==> src/rtl/spadd_pkg.sv <==
// Package with the shared constants, codes and types of the sparse polynomial adder.
package spadd_pkg;

   localparam int TERM_DEPTH = 16;
   localparam int IDX_W = (TERM_DEPTH > 1) ? $clog2(TERM_DEPTH) : 1;
   localparam int CNT_W = $clog2(TERM_DEPTH + 1);
   localparam int COEFF_W = 32;
   localparam int SUM_W = 33;
   localparam int EXP_W = 16;

   typedef enum logic [1:0] {
      FUNC_APPEND_A = 2'd0,
      FUNC_APPEND_B = 2'd1,
      FUNC_RUN      = 2'd2
   } func_type;

   typedef struct packed {
      logic                     take_a;
      logic                     take_b;
      logic                     emit;
      logic signed [SUM_W-1:0]  coeff;
      logic [EXP_W-1:0]         exp;
   } step_type;

endpackage

==> src/rtl/sparse_polynomial_add_merge.sv <==
// Top level of the sparse polynomial adder: term buffers, merge sequencer and result register.
//
// A command word is taken at a clock edge where start is high and busy is low.
// An append word (first or second list) leaves busy low, so
// appends may follow each other in every cycle. A term appended to a full list
// is dropped and raises the overflow flag, which every result of the next run
// carries. A run word raises busy and walks both buffers with one shared
// compare and add unit, one step per cycle. A step that yields a term pushes
// the term held from the previous step out on the result ports, so the final
// term can carry last_term. The last result of a run appears in the same cycle
// as busy goes low again. A run with no surviving term gives one word with
// empty_sum set and a zero coefficient and exponent.
// Each result word is valid for exactly one cycle, marked by rsp_strobe; the
// receiver cannot stall. Both lists and the overflow flag clear at the end
// of a run. Synchronous reset empties both lists and clears the flag; the
// buffer contents themselves are not cleared.
module sparse_polynomial_add_merge (
   input  logic                                   clock,
   input  logic                                   reset,
   input  logic                                   start,
   output logic                                   busy,
   input  logic [1:0]                             req_func,
   input  logic signed [spadd_pkg::COEFF_W-1:0]   req_term_coeff,
   input  logic [spadd_pkg::EXP_W-1:0]            req_term_exp,
   output logic                                   rsp_strobe,
   output logic signed [spadd_pkg::SUM_W-1:0]     rsp_sum_coeff,
   output logic [spadd_pkg::EXP_W-1:0]            rsp_sum_exp,
   output logic                                   rsp_last_term,
   output logic                                   rsp_empty_sum,
   output logic                                   rsp_overflow
);
   import spadd_pkg::*;

   typedef enum logic {
      ST_IDLE,
      ST_MERGE
   } state_type;

   state_type state_ff;

   logic signed [COEFF_W-1:0] a_coeffs_ff [TERM_DEPTH];
   logic [EXP_W-1:0]          a_exps_ff   [TERM_DEPTH];
   logic signed [COEFF_W-1:0] b_coeffs_ff [TERM_DEPTH];
   logic [EXP_W-1:0]          b_exps_ff   [TERM_DEPTH];

   logic [CNT_W-1:0] a_count_ff;
   logic [CNT_W-1:0] b_count_ff;
   logic [CNT_W-1:0] a_idx_ff;
   logic [CNT_W-1:0] b_idx_ff;
   logic             dropped_ff;

   logic signed [SUM_W-1:0] pend_coeff_ff;
   logic [EXP_W-1:0]        pend_exp_ff;
   logic                    pend_valid_ff;

   logic                    rsp_strobe_ff;
   logic signed [SUM_W-1:0] rsp_coeff_ff;
   logic [EXP_W-1:0]        rsp_exp_ff;
   logic                    rsp_last_ff;
   logic                    rsp_empty_ff;
   logic                    rsp_overflow_ff;

   logic     accept;
   logic     a_valid;
   logic     b_valid;
   step_type step;

   assign busy    = (state_ff != ST_IDLE);
   assign accept  = start && !busy;
   assign a_valid = a_idx_ff < a_count_ff;
   assign b_valid = b_idx_ff < b_count_ff;

   spadd_merge_unit u_unit (
      .a_valid (a_valid),
      .a_coeff (a_coeffs_ff[a_idx_ff[IDX_W-1:0]]),
      .a_exp   (a_exps_ff[a_idx_ff[IDX_W-1:0]]),
      .b_valid (b_valid),
      .b_coeff (b_coeffs_ff[b_idx_ff[IDX_W-1:0]]),
      .b_exp   (b_exps_ff[b_idx_ff[IDX_W-1:0]]),
      .step    (step)
   );

   always_ff @(posedge clock) begin
      if (reset) begin
         state_ff      <= ST_IDLE;
         a_count_ff    <= '0;
         b_count_ff    <= '0;
         a_idx_ff      <= '0;
         b_idx_ff      <= '0;
         dropped_ff    <= 1'b0;
         pend_valid_ff <= 1'b0;
         rsp_strobe_ff <= 1'b0;
      end else begin
         unique case (state_ff)
            ST_IDLE: begin
               rsp_strobe_ff <= 1'b0;
               if (accept) begin
                  unique case (req_func)
                     FUNC_APPEND_A: begin
                        if (a_count_ff < CNT_W'(TERM_DEPTH)) begin
                           a_coeffs_ff[a_count_ff[IDX_W-1:0]] <= req_term_coeff;
                           a_exps_ff[a_count_ff[IDX_W-1:0]]   <= req_term_exp;
                           a_count_ff <= a_count_ff + CNT_W'(1);
                        end else begin
                           dropped_ff <= 1'b1;
                        end
                     end
                     FUNC_APPEND_B: begin
                        if (b_count_ff < CNT_W'(TERM_DEPTH)) begin
                           b_coeffs_ff[b_count_ff[IDX_W-1:0]] <= req_term_coeff;
                           b_exps_ff[b_count_ff[IDX_W-1:0]]   <= req_term_exp;
                           b_count_ff <= b_count_ff + CNT_W'(1);
                        end else begin
                           dropped_ff <= 1'b1;
                        end
                     end
                     FUNC_RUN: begin
                        a_idx_ff      <= '0;
                        b_idx_ff      <= '0;
                        pend_valid_ff <= 1'b0;
                        state_ff      <= ST_MERGE;
                     end
                     default: begin
                     end
                  endcase
               end
            end
            ST_MERGE: begin
               if (!a_valid && !b_valid) begin
                  rsp_strobe_ff   <= 1'b1;
                  rsp_last_ff     <= 1'b1;
                  rsp_empty_ff    <= !pend_valid_ff;
                  rsp_coeff_ff    <= pend_valid_ff ? pend_coeff_ff : '0;
                  rsp_exp_ff      <= pend_valid_ff ? pend_exp_ff : '0;
                  rsp_overflow_ff <= dropped_ff;
                  a_count_ff      <= '0;
                  b_count_ff      <= '0;
                  dropped_ff      <= 1'b0;
                  pend_valid_ff   <= 1'b0;
                  state_ff        <= ST_IDLE;
               end else begin
                  rsp_strobe_ff <= step.emit && pend_valid_ff;
                  if (step.take_a) begin
                     a_idx_ff <= a_idx_ff + CNT_W'(1);
                  end
                  if (step.take_b) begin
                     b_idx_ff <= b_idx_ff + CNT_W'(1);
                  end
                  if (step.emit) begin
                     rsp_last_ff     <= 1'b0;
                     rsp_empty_ff    <= 1'b0;
                     rsp_coeff_ff    <= pend_coeff_ff;
                     rsp_exp_ff      <= pend_exp_ff;
                     rsp_overflow_ff <= dropped_ff;
                     pend_coeff_ff   <= step.coeff;
                     pend_exp_ff     <= step.exp;
                     pend_valid_ff   <= 1'b1;
                  end
               end
            end
            default: begin
               rsp_strobe_ff <= 1'b0;
               state_ff      <= ST_IDLE;
            end
         endcase
      end
   end

   assign rsp_strobe    = rsp_strobe_ff;
   assign rsp_sum_coeff = rsp_coeff_ff;
   assign rsp_sum_exp   = rsp_exp_ff;
   assign rsp_last_term = rsp_last_ff;
   assign rsp_empty_sum = rsp_empty_ff;
   assign rsp_overflow  = rsp_overflow_ff;

   a_strobe_from_merge: assert property (@(posedge clock) disable iff (reset)
      rsp_strobe |-> $past(state_ff == ST_MERGE))
      else $error("Result word without a preceding merge step.");

   a_empty_is_final: assert property (@(posedge clock) disable iff (reset)
      rsp_strobe && rsp_empty_sum |-> rsp_last_term && rsp_sum_coeff == '0)
      else $error("Empty sum word is not a final zero word.");

   a_last_ends_run: assert property (@(posedge clock) disable iff (reset)
      rsp_strobe && rsp_last_term |-> state_ff == ST_IDLE && a_count_ff == '0
         && b_count_ff == '0)
      else $error("Run did not end with its final word.");

   a_index_bound: assert property (@(posedge clock) disable iff (reset)
      state_ff == ST_MERGE |-> a_idx_ff <= a_count_ff && b_idx_ff <= b_count_ff)
      else $error("Merge index ran past its list.");

endmodule

==> src/rtl/spadd_merge_unit.sv <==
// Shared compare and add unit that decides one step of the merge walk.
module spadd_merge_unit (
   input  logic                                   a_valid,
   input  logic signed [spadd_pkg::COEFF_W-1:0]   a_coeff,
   input  logic [spadd_pkg::EXP_W-1:0]            a_exp,
   input  logic                                   b_valid,
   input  logic signed [spadd_pkg::COEFF_W-1:0]   b_coeff,
   input  logic [spadd_pkg::EXP_W-1:0]            b_exp,
   output spadd_pkg::step_type                    step
);
   import spadd_pkg::*;

   logic signed [SUM_W-1:0] a_wide;
   logic signed [SUM_W-1:0] b_wide;
   logic signed [SUM_W-1:0] sum;
   logic                    a_greater;
   logic                    b_greater;

   assign a_wide    = {a_coeff[COEFF_W-1], a_coeff};
   assign b_wide    = {b_coeff[COEFF_W-1], b_coeff};
   assign sum       = a_wide + b_wide;
   assign a_greater = a_exp > b_exp;
   assign b_greater = a_exp < b_exp;

   always_comb begin
      step = '0;
      if (a_valid && (!b_valid || a_greater)) begin
         step.take_a = 1'b1;
         step.emit   = 1'b1;
         step.coeff  = a_wide;
         step.exp    = a_exp;
      end else if (b_valid && (!a_valid || b_greater)) begin
         step.take_b = 1'b1;
         step.emit   = 1'b1;
         step.coeff  = b_wide;
         step.exp    = b_exp;
      end else if (a_valid && b_valid) begin
         step.take_a = 1'b1;
         step.take_b = 1'b1;
         step.emit   = (sum != '0);
         step.coeff  = sum;
         step.exp    = a_exp;
      end
   end

endmodule

==> config.mk <==
export PLATFORM = sky130hd
export DESIGN_NAME = sparse_polynomial_add_merge
export DESIGN_NICKNAME = d
export VERILOG_FILES = /design/src/rtl/spadd_pkg.sv /design/src/rtl/sparse_polynomial_add_merge.sv /design/src/rtl/spadd_merge_unit.sv
export SDC_FILE = /design/constraint.sdc
export NUM_CORES = 1
export LEC_CHECK = 0
export BUFFER_PORTS_ARGS = -buffer_cell sky130_fd_sc_hd__buf_2
export CORE_ASPECT_RATIO = 0.7
export CORE_MARGIN = 4
export CORE_UTILIZATION = 62
export CTS_BUF_LIST = sky130_fd_sc_hd__clkbuf_8
export DETAILED_ROUTE_END_ITERATION = 8
export PLACE_DENSITY = 0.89
export SLEW_MARGIN = 20
export SYNTH_ARGS = -nofsm -noshare
export SYNTH_HDL_FRONTEND = slang
export SYNTH_HIERARCHICAL = 1
export SYNTH_SLANG_ARGS = --single-unit
export TNS_END_PERCENT = 20
==> constraint.sdc <==
create_clock -name clock -period 7.2 [get_ports clock]
set_input_delay 0.36 -clock clock [delete_from_list [all_inputs] [get_ports clock]]
set_output_delay 0.36 -clock clock [all_outputs]
set_load 0.03 [all_outputs]
==> results of run 1 <==
cells in the final DEF (no fill, tap or decap), drive strengths merged, types with 6 or more instances in the layout:
cell / instances
or3: 10
mux4: 480
a31o: 7
bufinv: 8
xor2: 7
a21o: 15
o22ai: 12
xnor2: 16
buf: 210
clkinv: 91
nor2b: 54
dlygate4sd3: 54
mux2i: 16
o211ai: 6
clkinvlp: 7
dfxtp: 32
o31ai: 6
o21a: 6
a22o: 21
edfxtp: 1637
nand4: 14
ha: 66
nand2b: 7
a31oi: 9
nor2: 75
o21bai: 8
o21ai: 69
inv: 123
nand3: 13
nand2: 95
nor3: 19
clkbuf: 230
a21oi: 63
a211oi: 9
state kept, by name, indices dropped and copies added (netlist names), 5 cells and up, named ones only:
register,count
rsp_sum_exp,16
pend_exp_ff,16
b_idx_ff,5
a_count_ff,5
b_coeffs_ff,512
b_count_ff,5
a_coeffs_ff,512
rsp_sum_coeff,33
a_exps_ff,256
pend_coeff_ff,33
b_exps_ff,256
a_idx_ff,5
tightest hold or removal path, stage by stage:
cell	delay [ns]
dlygate4sd3_1	0.53
buf_2	0.29
a311oi_1	0.09
worst min path at each step:
stage | start | end
CTS | reset | a_count_ff[3]
floorplan | dropped_ff | rsp_overflow
finish | reset | a_count_ff[3]
global route | reset | a_count_ff[3]
global placement | dropped_ff | rsp_overflow
detailed placement | dropped_ff | rsp_overflow
repair_timing:
action | in CTS | in global routing
resized for setup | 0 | 0
endpoints found under the hold margin | 1550 | 0
hold buffers | 54 | 0
setup endpoints to repair | 0 | 0
cell families (layout without fill, tap and decap cells):
group / count (synthesis) / in the layout
adder cells (fa/ha/maj): 67 / 67
AND/OR/NAND/NOR: 316 / 316
AO/OA/AOI/OAI: 264 / 264
XOR/XNOR: 23 / 23
buffers and inverters: 195 / 723
flip-flops: 1669 / 1669
multiplexers: 496 / 496
synth_stat cells, types with 15 or more instances:
cell type,instances,area [um^2]
mux4_1,25,657
clkbuf_1,70,263
buf_1,15,56.3
a22o_1,21,184
buf_6,34,383
xnor2_1,16,140
ha_1,66,826
mux4_2,455,10200
dfxtp_1,32,641
nor3_1,18,90.1
edfxtp_1,1637,49200
o21ai_0,66,330
nor2b_1,54,338
inv_1,46,173
nor2_1,75,282
nand2_1,95,357
a21oi_1,59,295
mux2i_1,16,160
power groups by stage:
stage | logic [mW] | registers [mW] | clock network, mW
6_report | 0.471 | 10.7 | 6.83
5_1_grt | 0.498 | 10.7 | 7.36
4_1_cts | 0.458 | 10.7 | 6.85
3_5_place_dp | 0.429 | 10.9 | 0
3_3_place_gp | 0.405 | 10.9 | 0
2_1_floorplan | 0.182 | 10.9 | 0
layout make-up:
type	instances	area [um^2]	area share, %
sequential	1669	49800	67.4
multi-input combinational	1166	15700	21.3
timing repair buffer	264	2240	3.03
inverter	47	176	0.239
clock buffer	230	3170	4.28
tap	1428	1790	2.42
clock inverter	182	1010	1.36
per-layer routing:
metal	up-vias	part of all wire (%)	global-route usage (%)
met2	3226	48	50.4
met3	522	15	9.09
met5	-	0.11	0.332
met1	17704	33	44.2
met4	6	4.4	13.8
li1	13509	-	-
==> qor.csv, run 1 <==
stage;metric;value;unit
worst_setup_path;worst-path-buf-inv;6;
route;wire_per_inst;35.8;um
sta;setup_ws;0.364;ns
route;firstDrtPassIters;5;
outcome;outcome;finished clean;
route;ant_nets;0;
min_path;hold_class;in2reg;
sta;slew_headroom;19.6;%
worst_setup_path;cp.arrival;7.41;ns
placement;port_buffers;106;
pwr;powerDensity;243;nW/um^2
die;die_h;282;um
worst_setup_path;endpoint;pend_exp_ff[7];
route;vias;34967;
pwr;p_comb_share;2.6;%
cells_and_area;final_cells;4986;
worst_setup_path;end_kind;flip-flop;
run;cap_violations;0;
sta;setup-tns-final;0;ns
yosys;synth-adder-area-share;1.27;%
die;dieWidth;399;um
grt;grt_pass1_wl;254000;um
yosys;synth-edff-count;1637;
yosys;synthSimpleGateAreaFrac;2.37;%
worst_setup_path;path_class;reg2reg;
clock_network;ctsHtreeMaxLevel;4;
yosys;synth_ff_type;edfxtp_1;
grt;grt_util_all_layers;32.4;%
worst_setup_path;crit_slowest_cell;nor2_4;
cells_and_area;diodes;0;
worst_setup_path;reg2reg_to;pend_exp_ff[7];
clock_network;cts.path.max_buffers;3;
yosys;synth.net_count;3150;
worst_setup_path;cp_top_family;simple AND/OR/NAND/NOR gates;
sta;hold_ws;0.411;ns
cells_and_area;fin_area;73900;um^2
pwr;internal_power;14.1;mW
placement;gp_congestion;0.961;
grt;grt_pass1_vias;35385;
grt;antenna_found_initial;5;
worst_setup_path;crit_path_max_fanout;28;
min_path;min_path_cells;3;
pwr;p_switching;3.92;mW
die;io_pins;107;
die;rows;100;
sta;worst_pin_slew;1.21;ns
pwr;sw_frac_of_total;21.8;%
cells_and_area;syn_to_final_growth;11.4;%
pwr;clkPwrFrac;37.9;%
clock_network;cts_buffers;224;
sta;rsz0062_at_grt;no;
clock_network;cts_tree;built;
cells_and_area;drive_above_1_share;28.9;%
route;viasPerCell;7.01;
sta;clock.fmax;146;MHz
die;initial_core_util;62.5;%
pwr;p_leak;23.2;nW
die;coreArea;106000;um^2
yosys;syn-cell-area;66300;um^2
pwr;irDropWorstVdd;0.247;mV
route;drt_iter0_drc;6568;
yosys;avgSynthCellArea;21.9;um^2
route;wl;179000;um
yosys;seq_area_frac_synth;75.1;%
worst_setup_path;worstPathRequired;7.77;ns
sta;min_period;6.84;ns
placement;dp_cells;4513;
die;die_area;112000;um^2
placement;pre_cts_ws;0.454;ns
sta;finalHoldViolCount;0;
worst_setup_path;r2r_cells;18;
worst_setup_path;path_depth;18;
pwr;seqPwrFrac;59.4;%
sta;fin_crit_sh;94.9;%
grt;grt-ovfl-total;0;
grt;grt_max_degree;59;
worst_setup_path;critical-path-max-stage-delay;0.72;ns
clock_network;path_clk_slew;0.07;ns
yosys;synth_xor_area_share;0.304;%
cells_and_area;final_util;69.6;%
worst_setup_path;start_kind;flip-flop;
yosys;synth.mux.area_fraction;16.7;%
cells_and_area;nFillCells;5896;
yosys;synth_top_family_by_area;multiplexers;
yosys;syn_inst;3030;
yosys;ys_types;83;
clock_network;clockRootBuffer;clkbuf_8;
clock_network;post_cts_buffers;0;
clock_network;clock_latency;0.94;ns
placement;dp_hpwl;100000;um
sta;setup_violations;0;
sta;skew;0.0459;ns
clock_network;cts.sink_count;1669;
route;drc_errors;0;
placement;place_area;69100;um^2
yosys;synth_seq_cells;1669;
pwr;power;18.0;mW
worst_setup_path;path_cells;buf_12 -> buf_12 -> mux4_2 -> mux4_2 -> inv_1 -> ha_1 -> nand4_1 -> or3_1 -> a211o_1 -> o211ai_1 -> inv_1 -> o2bb2ai_4 -> nand4b_1 -> nor4_2 -> a31oi_1 -> inv_1 -> nor2_4 -> buf_4;
yosys;async_reset_ff_share;0;%
yosys;synth_compound_area_share;2.66;%
cells_and_area;finalNetCount;3492;
worst_setup_path;cp_common_cell;inv_1;
worst_setup_path;r2r_slack;0.36;ns
yosys;yosysWarnings;6;
sta;slew_viol_final;0;
No activity file was read; power rests on OpenSTA's default activity.
==> run 2, diff against run 1 <==
CELL_PAD_IN_SITES_DETAIL_PLACEMENT = 1   (was not set)
CELL_PAD_IN_SITES_GLOBAL_PLACEMENT = 2   (was not set)
CORE_ASPECT_RATIO = 0.6   (was 0.7)
CORE_UTILIZATION = 52   (was 62)
PLACE_DENSITY = 0.91   (was 0.89)
SYNTH_HIERARCHICAL = not set   (was 1)
==> qor.csv, run 2 <==
stage;metric;value;unit;change
yosys;ys_types;73;;was 83
pwr;seqPwrFrac;58.8;%;was 59.4%
cells_and_area;syn_to_final_growth;12.7;%;was 11.4%
cells_and_area;multi_input_area;15600;um^2;was 15700 um^2
worst_setup_path;critical-path-max-stage-delay;0.68;ns;was 0.72 ns
clock_network;path_clk_slew;0.07;ns;about the same
die;rows;100;;unchanged
clock_network;post_cts_buffers;0;;unchanged
die;coreArea;125000;um^2;was 106000 um^2
pwr;clkPwrFrac;38.5;%;was 37.9%
route;wl;189000;um;was 179000 um
cells_and_area;ff_latch_area;49800;um^2;unchanged
yosys;synth_area_leaders;edfxtp_1 (75%), mux4_2 (16%), ha_1 (1.3%);;was edfxtp_1 (74%), mux4_2 (15%), ha_1 (1.2%)
yosys;synthTopCellsByCount;edfxtp_1 (1637), mux4_2 (480), nand2_1 (95), nor2_1 (94), clkbuf_1 (89);;was edfxtp_1 (1637), mux4_2 (455), nand2_1 (95), nor2_1 (75), clkbuf_1 (70)
grt;grt-ovfl-total;0;;unchanged
yosys;syn_inst;3011;;was 3030
clock_network;hold_buffers;51;;was 54
yosys;synth_ff_type;edfxtp_1;;unchanged
clock_network;cts.sink_count;1669;;unchanged
route;drt_iter0_drc;5389;;was 6568
yosys;async_reset_ff_share;0;%;unchanged
route;wire_per_inst;36.1;um;was 35.8 um
clock_network;cts_buffers;225;;was 224
sta;min_period;6.60;ns;was 6.84 ns
placement;gp_congestion;0.911;;was 0.961
min_path;hold_class;in2reg;;unchanged
pwr;p_comb_share;2.6;%;about the same
route;firstDrtPassIters;5;;unchanged
cells_and_area;mostFrequentLayoutCell;edfxtp_1;;unchanged
worst_setup_path;path_class;reg2reg;;unchanged
worst_setup_path;start_kind;flip-flop;;unchanged
clock_network;cts_resized;0;;unchanged
worst_setup_path;reg2reg_to;rsp_sum_coeff[17];;was pend_exp_ff[7]
worst_setup_path;worstPathRequired;7.88;ns;was 7.77 ns
yosys;yosysMostFrequentCell;edfxtp_1;;unchanged
pwr;powerDensity;245;nW/um^2;was 243 nW/um^2
pwr;internal_power;14.1;mW;about the same
yosys;syn-cell-area;65900;um^2;was 66300 um^2
grt;grt_pass1_wl;270000;um;was 254000 um
pwr;p_leak;23.0;nW;was 23.2 nW
sta;rsz0062_at_grt;no;;unchanged
sta;finalHoldViolCount;0;;unchanged
sta;skew;0.0817;ns;was 0.0459 ns
sta;fin_crit_sh;91.6;%;was 94.9%
sta;slew_headroom;17.3;%;was 19.6%
route;ant_nets;0;;unchanged
yosys;yosysWarnings;0;;was 6
worst_setup_path;crit_slowest_cell;dfxtp_4;;was nor2_4
grt;grt_util_all_layers;28.9;%;was 32.4%
worst_setup_path;crit_path_max_fanout;44;;was 28
die;dieWidth;467;um;was 399 um
pwr;p_switching;4.02;mW;was 3.92 mW
clock_network;cts.path.max_buffers;3;;unchanged
sta;clock.fmax;152;MHz;was 146 MHz
die;io_pins;107;;unchanged
yosys;synth-edff-count;1637;;unchanged
worst_setup_path;r2r_slack;0.60;ns;was 0.36 ns
yosys;synth_top_area_share;74.6;%;was 74.1%
yosys;synth_seq_cells;1669;;unchanged
worst_setup_path;endpoint;rsp_sum_coeff[17];;was pend_exp_ff[7]
worst_setup_path;end_kind;flip-flop;;unchanged
grt;grt_pass1_vias;36045;;was 35385
route;vias;34476;;was 34967
sta;setup-tns-final;0;ns;unchanged
grt;grt_max_degree;58;;was 59
cells_and_area;layout_common_cells;edfxtp_1 (1637), mux4_2 (480), clkbuf_8 (228);;was edfxtp_1 (1637), mux4_2 (455), clkbuf_8 (230)
clock_network;ctsHtreeMaxLevel;4;;unchanged
yosys;synth.net_count;3131;;was 3150
route;drc_errors;0;;unchanged
yosys;avgSynthCellArea;21.9;um^2;about the same
route;viasPerCell;6.59;;was 7.01
yosys;synth_area_leader_cell;edfxtp_1;;unchanged
pwr;power;18.2;mW;was 18.0 mW
sta;setup_violations;0;;unchanged
pwr;sw_frac_of_total;22.1;%;was 21.8%
worst_setup_path;cp.arrival;7.28;ns;was 7.41 ns
worst_setup_path;path_cells;buf_12 -> mux4_2 -> mux4_2 -> ha_1 -> o211ai_1 -> o211ai_1 -> a21boi_1 -> a41oi_2 -> xor2_1 -> o2111ai_1 -> or4b_1 -> nor4_2 -> a31oi_1 -> and2_2 -> buf_12;;was buf_12 -> buf_12 -> mux4_2 -> mux4_2 -> inv_1 -> ha_1 -> nand4_1 -> or3_1 -> a211o_1 -> o211ai_1 -> inv_1 -> o2bb2ai_4 -> nand4b_1 -> nor4_2 -> a31oi_1 -> inv_1 -> nor2_4 -> buf_4
run;cap_violations;0;;unchanged
cells_and_area;drive_above_1_share;29.4;%;was 28.9%
cells_and_area;finalNetCount;3491;;was 3492
die;initial_core_util;52.7;%;was 62.5%
die;die_h;284;um;was 282 um
outcome;outcome;finished clean;;unchanged
grt;antenna_found_initial;9;;was 5
sta;worst_pin_slew;1.24;ns;was 1.21 ns
worst_setup_path;r2r_cells;15;;was 18
clock_network;cts_tree;built;;unchanged
cells_and_area;nFillCells;10551;;was 5896
placement;port_buffers;106;;unchanged
placement;dp_hpwl;115000;um;was 100000 um
yosys;seq_area_frac_synth;75.6;%;was 75.1%
sta;slew_viol_final;0;;unchanged
clock_network;clock_latency;0.98;ns;was 0.94 ns
clock_network;clockRootBuffer;clkbuf_8;;unchanged
die;die_area;133000;um^2;was 112000 um^2
pwr;irDropWorstVdd;0.221;mV;was 0.247 mV
run 2: cell types whose count changed in the layout (fill, tap and decap cells not counted), moves of 12 or more:
cell,delta
clkinv_2,-20
o21ai_0,-22
nor2_1,+18
mux4_1,-25
mux4_2,+25
inv_1,-12
o22ai_1,-12
run 2: per-stage QoR:
stage          setup WS [ns]  cell area [um^2]  utilization (%)  std cells  hold WS [ns]
2_1_floorplan           1.04             65900                -       3011         0.425
3_3_place_gp           0.769             69300             55.5       4769         0.448
3_5_place_dp           0.717             69300             55.5       4769         0.459
4_1_cts                0.723             74100             59.3       5223        0.0220
5_1_grt                0.313             74200             59.4       5230        0.0652
6_report               0.601             74200             59.5       5235        0.0789
run 2: cell type report:
class | instances | share of cell area [%]
Sequential cell | 1669 | 67.1
Multi-Input combinational cell | 1169 | 21.1
Clock buffer | 228 | 4.23
Timing Repair Buffer | 271 | 3.07
Tap cell | 1683 | 2.84
Clock inverter | 175 | 1.49
Inverter | 35 | 0.177
Antenna cell | 5 | 0.0169
run 2: power by group through the flow:
stage	registers [mW]	logic (mW)	clock network (mW)
final	10.7	0.475	7.00
after global routing	10.7	0.509	7.60
after CTS	10.7	0.467	7.10
after detailed placement	10.9	0.440	0
after global placement	10.9	0.404	0
after floorplan	10.9	0.185	0
run 2: worst max-delay path: cells and delay by family (launching register included):
kind	cells	cell delay (ns)
AOI/OAI and AO/OA	6	1.64
xor gates and xnor gates	1	0.31
adders and majority gates	1	0.41
buffers and inverters	2	0.66
DFF	1	0.68
muxes	2	1.11
and+or+nand+nor	3	1.45
run 2: logic make-up after synthesis:
| logic type | Yosys count | synth area share (%) |
|---|---|---|
| AOI/OAI and AO/OA | 214 | 2.19 |
| xor gates and xnor gates | 33 | 0.450 |
| and+or+nand+nor | 347 | 2.59 |
| DFF | 1669 | 75.6 |
| buffers and inverters | 173 | 1.02 |
| muxes | 508 | 16.8 |
| adders and majority gates | 67 | 1.28 |
run 2: routing by layer:
metal  vias to the layer above  global-route usage (%)  part of all wire (%)
li1                      13404                       -                     -
met5                         -                       0                0.0069
met4                         2                    8.10                   2.5
met2                      2358                    43.0                    46
met1                     18374                    42.6                    39
met3                       338                    8.03                    12
run 2: worst min path at each step:
stage	from	endpoint	slack [ns]	cells after the start
after floorplan	dropped_ff	rsp_overflow	0.42	0
after detailed placement	dropped_ff	rsp_overflow	0.46	0
after global routing	req_func[1]	busy	0.07	5
after CTS	req_func[1]	busy	0.02	5
final	req_func[1]	busy	0.08	5
after global placement	dropped_ff	rsp_overflow	0.45	0
